### config.mk
export PLATFORM = sky130hd
export DESIGN_NAME = tccw_cursor
export DESIGN_NICKNAME = d
export VERILOG_FILES = /design/src/tccw_pkg.sv /design/src/tccw_cursor.sv
export SDC_FILE = /design/constraint.sdc
export NUM_CORES = 1
export LEC_CHECK = 0
export BUFFER_PORTS_ARGS = -buffer_cell sky130_fd_sc_hd__buf_2
export CELL_PAD_IN_SITES_DETAIL_PLACEMENT = 0
export CELL_PAD_IN_SITES_GLOBAL_PLACEMENT = 2
export CORE_MARGIN = 2
export CORE_UTILIZATION = 23
export DETAILED_ROUTE_END_ITERATION = 12
export PLACE_DENSITY = 0.77
export SLEW_MARGIN = 20
export SYNTH_ARGS = -nofsm -noshare
export SYNTH_HDL_FRONTEND = slang
export SYNTH_SLANG_ARGS = --single-unit
### constraint.sdc
create_clock -name vclk -period 2.9
set_input_delay 0.29 -clock vclk [all_inputs]
set_output_delay 0.29 -clock vclk [all_outputs]
set_load 0.02 [all_outputs]
### src/tccw_pkg.sv
// Shared types and constants of the text console cell writer.
package tccw_pkg;

  localparam int COLUMNS_DEF  = 80;
  localparam int ROWS_DEF     = 25;
  localparam int TAB_STEP_DEF = 4;

  localparam int CODE_W     = 8;
  localparam int INDEX_W    = 11;
  localparam int CELL_W     = 16;
  localparam int ROW_OUT_W  = 5;
  localparam int COL_OUT_W  = 7;
  localparam int CFG_IDX_W  = 1;
  localparam int CFG_DATA_W = 8;

  localparam logic OP_PUT  = 1'b0;
  localparam logic OP_READ = 1'b1;

  localparam logic [CFG_IDX_W-1:0] CFG_TEXT_ATTR  = 1'b0;
  localparam logic [CFG_IDX_W-1:0] CFG_BLANK_ATTR = 1'b1;

  localparam logic [CODE_W-1:0] CH_BACKSPACE = 8'h08;
  localparam logic [CODE_W-1:0] CH_TAB       = 8'h09;
  localparam logic [CODE_W-1:0] CH_NEWLINE   = 8'h0A;
  localparam logic [CODE_W-1:0] CH_SPACE     = 8'h20;

  localparam logic [CFG_DATA_W-1:0] TEXT_ATTR_RST  = 8'h07;
  localparam logic [CFG_DATA_W-1:0] BLANK_ATTR_RST = 8'h0F;
  localparam logic [CELL_W-1:0]     CLEAR_CELL     = {BLANK_ATTR_RST, CH_SPACE};

  typedef struct packed {
    logic               op;
    logic [CODE_W-1:0]  char_code;
    logic [INDEX_W-1:0] cell_index;
  } tccw_in_t;

  typedef struct packed {
    logic [CELL_W-1:0]    cell_data;
    logic [ROW_OUT_W-1:0] cursor_row;
    logic [COL_OUT_W-1:0] cursor_col;
    logic                 scrolled;
  } tccw_res_t;

  typedef struct packed {
    logic wr_en;
    logic scroll;
  } tccw_cur_ctl_t;

endpackage

### src/tccw_cursor.sv
// Cursor update unit: interprets one character against the current cursor.
module tccw_cursor #(
  parameter int COLUMNS  = tccw_pkg::COLUMNS_DEF,
  parameter int ROWS     = tccw_pkg::ROWS_DEF,
  parameter int TAB_STEP = tccw_pkg::TAB_STEP_DEF,
  localparam int ROW_W = $clog2(ROWS + 1),
  localparam int COL_W = $clog2(COLUMNS + 1)
) (
  input  logic [ROW_W-1:0]            row_i,
  input  logic [COL_W-1:0]            col_i,
  input  logic [tccw_pkg::CODE_W-1:0] code_i,
  output tccw_pkg::tccw_cur_ctl_t     ctl_o,
  output logic [ROW_W-1:0]            wr_row_o,
  output logic [COL_W-1:0]            wr_col_o,
  output logic [tccw_pkg::CODE_W-1:0] wr_char_o,
  output logic [ROW_W-1:0]            new_row_o,
  output logic [COL_W-1:0]            new_col_o
);

  localparam int TW = COL_W + 2;

  logic [ROW_W-1:0] row_inc;
  logic [TW-1:0]    tab_sum;
  logic             bs;
  logic [COL_W-1:0] col_back;
  logic [COL_W-1:0] col_wrap;
  logic [ROW_W-1:0] row_wrap;
  logic [ROW_W-1:0] row_fin;

  assign row_inc = (row_i < ROW_W'(ROWS)) ? row_i + ROW_W'(1) : row_i;
  assign tab_sum = TW'(col_i) + TW'(TAB_STEP);
  assign bs      = (code_i == tccw_pkg::CH_BACKSPACE);

  always_comb begin
    ctl_o     = '0;
    wr_row_o  = row_i;
    wr_col_o  = col_i;
    wr_char_o = code_i;
    new_row_o = row_i;
    new_col_o = col_i;
    col_back  = col_i;
    col_wrap  = col_i;
    row_wrap  = row_i;
    row_fin   = row_i;
    case (code_i)
      tccw_pkg::CH_NEWLINE: begin
        new_row_o = row_inc;
        new_col_o = '0;
      end
      tccw_pkg::CH_TAB: begin
        new_col_o = (tab_sum > TW'(COLUMNS)) ? COL_W'(COLUMNS) : tab_sum[COL_W-1:0];
      end
      default: begin
        col_back = (bs && (col_i != '0)) ? col_i - COL_W'(1) : col_i;
        if (col_back >= COL_W'(COLUMNS)) begin
          col_wrap = '0;
          row_wrap = row_inc;
        end else begin
          col_wrap = col_back;
          row_wrap = row_i;
        end
        ctl_o.wr_en  = 1'b1;
        ctl_o.scroll = (row_wrap >= ROW_W'(ROWS));
        row_fin      = ctl_o.scroll ? ROW_W'(ROWS - 1) : row_wrap;
        wr_row_o     = row_fin;
        wr_col_o     = col_wrap;
        wr_char_o    = bs ? tccw_pkg::CH_SPACE : code_i;
        new_row_o    = row_fin;
        new_col_o    = bs ? col_wrap : col_wrap + COL_W'(1);
      end
    endcase
  end

endmodule

==> flow_summary.ini <==
[drt]
wl_met2_mm = 2.27
route.detailed.drc = 0
detail_route.iter0.violations = 64
viasPerCell = 5.07
routedWlPerCell_um = 13.6
met1_length_mm = 2.40
first_pass_iters = 4
num_vias = 1816
met3WireLength_um = 182
top_layer_used = met4
ant_nets = 0
drt-total-wl_mm = 4.87

[grt]
antenna_found_initial = 0
track_usage_pct = 14.7
grt_pass1_vias = 1656
grt_overflow = 0
grt_pass1_wl_mm = 7.73
grt_max_degree = 17

[critical_path]
crit_path_start_kind = input port
cp_top_family = simple AND/OR/NAND/NOR gates
end_kind = output port
path_class = in -> out
crit_chain = buf_6 -> or4_4 -> a211o_4 -> nor2_4 -> a21oi_2 -> nor2_4 -> ha_4 -> o21ai_4 -> a211oi_2 -> nor2b_4 -> nor2_2 -> o22ai_2 -> buf_6
cpMaxStageDelayCell = or4_4
cp.required_ps = 2610
worst-path-buf-inv = 2
critPathMaxFanout = 4
max_stage_delay_ps = 550
worstPathArrival_ps = 2590

[final_layout]
diodes = 0
area_growth_pct = 60.2
nNetsFinal = 314
drive_gt1_share_pct = 45.8
n_clock_buffer = 0
fin_cells = 358
regArea_um2 = 0
design.seq.count = 0

[power_and_ir_drop]
p_comb_share_pct = 100.0
power.switching_mw = 0.171
power_frac_clock_pct = 0
ir_drop_mv = 0.0595
swShare_pct = 57.7
leakagePower_nw = 0.943
cell_internal_pwr_mw = 0.125
seqPwrFrac_pct = 0
power_density_nw_per_um2 = 143
power_mw = 0.296

[synthesis]
netlist_instances = 206
ys_seq_area_share_pct = 0
synthAdderAreaFrac_pct = 5.83
syn_nets = 232
syn-mean-instance-area_um2 = 6.26
synth.area.mux_share_pct = 2.33
synth.distinct_cells = 59
synth_xor_area_share_pct = 3.40
yosys_warnings = 0
yosys.area_share.simple_pct = 35.4
synth_top_family_by_area = compound AO/OA/AOI/OAI gates
synth_area_um2 = 1290
synth-compound-area-share_pct = 42.8

[placed_design]
io_buffers = 54
placed_cells = 355
dp_hpwl_mm = 3.84
place.gp.congestion = 0.819

[die]
die_w_um = 78.9
start_util_pct = 23.5
pin_count = 54
dieArea_um2 = 6220
num_rows = 27
core_um2 = 5470
die_y_um = 78.9

[sta]
min_period_over_period_pct = 99.3
timing.hold.ws_ps = 835
drv_slew = 0
period_needed_ps = 2880
rsz0062_at_grt = yes
hold_viol_final = 0
timing.fmax_ghz = 0.347
slew_headroom_pct = 59.7
setup_viol = 0
tightest_slew_ps = 605

[status]
status = completed

[run]
maxCapViolations = 0

[min_path]
holdCritPathClass = in -> out
## what timing repair did
| action | CTS | global route |
|---|---|---|
| hold buffers | 0 | 0 |
| setup endpoints to repair | 3 | 3 |
| setup buffers | 0 | 3 |
| endpoints found under the hold margin | 0 | 0 |
| pin swaps | 2 | 15 |
| resized for setup | 7 | 26 |
## area by class of cell
| class | count | area [um^2] |
|---|---|---|
| fill | 625 | 3410 |
| inverter | 7 | 26.3 |
| multi-input combinational | 177 | 1280 |
| tap | 72 | 90.1 |
| timing repair buffer | 102 | 668 |
## Yosys cell counts (2+ instances only)
master | number | area [um^2]
nand2_1 | 20 | 75.1
mux2i_1 | 3 | 30.0
a32oi_1 | 2 | 17.5
nand2b_1 | 6 | 37.5
xor2_1 | 2 | 17.5
a22oi_1 | 2 | 15.0
and2_1 | 4 | 25.0
and3_1 | 4 | 25.0
a211oi_1 | 4 | 30.0
a31oi_1 | 6 | 37.5
o211ai_1 | 2 | 15.0
a21o_1 | 3 | 22.5
nor4_1 | 3 | 18.8
nor2_1 | 19 | 71.3
ha_1 | 6 | 75.1
nor3_1 | 5 | 25.0
a21boi_0 | 2 | 15.0
buf_2 | 6 | 30.0
xnor2_1 | 3 | 26.3
o22ai_1 | 6 | 37.5
o21a_1 | 2 | 15.0
o31ai_1 | 4 | 30.0
a22o_1 | 3 | 26.3
clkbuf_1 | 13 | 48.8
inv_1 | 6 | 22.5
a21oi_1 | 13 | 65.1
buf_4 | 2 | 15.0
nor2b_1 | 4 | 25.0
o21ai_0 | 16 | 80.1
and3b_1 | 2 | 17.5
nand3_1 | 5 | 25.0
## power groups by stage
stage               clock, mW  combinational (mW)  sequential (mW)
floorplan                   0               0.171                0
finish                      0               0.296                0
global placement            0               0.276                0
detailed placement          0               0.275                0
CTS                         0               0.279                0
global route                0               0.324                0
## logic make-up after synthesis
family	after synthesis
AND/OR/NAND/NOR	84
AO/OA/AOI/OAI	79
XOR/XNOR	5
buffers and inverters	29
adder cells (fa/ha/maj)	6
multiplexers	3
## placed cells by master (no fill, tap or decap), drive strengths merged, types with 3 or more instances in the layout
cell type,netlist,final
nor2b,4,4
a21oi,14,14
mux2i,3,3
a22oi,3,3
nor3,6,6
nand2,21,21
a211oi,5,5
xnor2,3,3
inv,7,7
nor4,4,4
o22ai,6,6
a21o,3,3
buf,9,102
a22o,3,3
nand3,5,5
and3,4,4
ha,6,6
o31ai,4,4
and2,4,4
nor2,19,19
o21ai,17,17
nand2b,6,6
a31oi,6,6
## metrics by stage
stage                     TNS [ps]  area [um^2]  utilization (%)  worst slack (ps)
after floorplan                  0         1300                -              7.59
after global placement        -245         1900             34.6              -105
after detailed placement      -434         1900             34.6              -192
after CTS                        0         1920             35.1              13.3
after global routing          -129         2060             37.7             -86.4
final                            0         2060             37.7              18.9
## final timing paths
path                       from            to  slack [ps]  cells after the start
worst max-delay path  code_i[7]  new_col_o[6]          20                     13
worst min-delay path  code_i[2]  wr_char_o[2]         840                      2
## metal layers
| layer | vias to the layer above | global-route usage, % |
|---|---|---|
| li1 | 940 | - |
| met1 | 832 | 21.9 |
| met2 | 41 | 24.3 |
| met3 | 3 | 1.02 |
| met4 | 0 | 1.03 |
| met5 | - | 0 |
No activity file was read; power rests on OpenSTA's default activity.
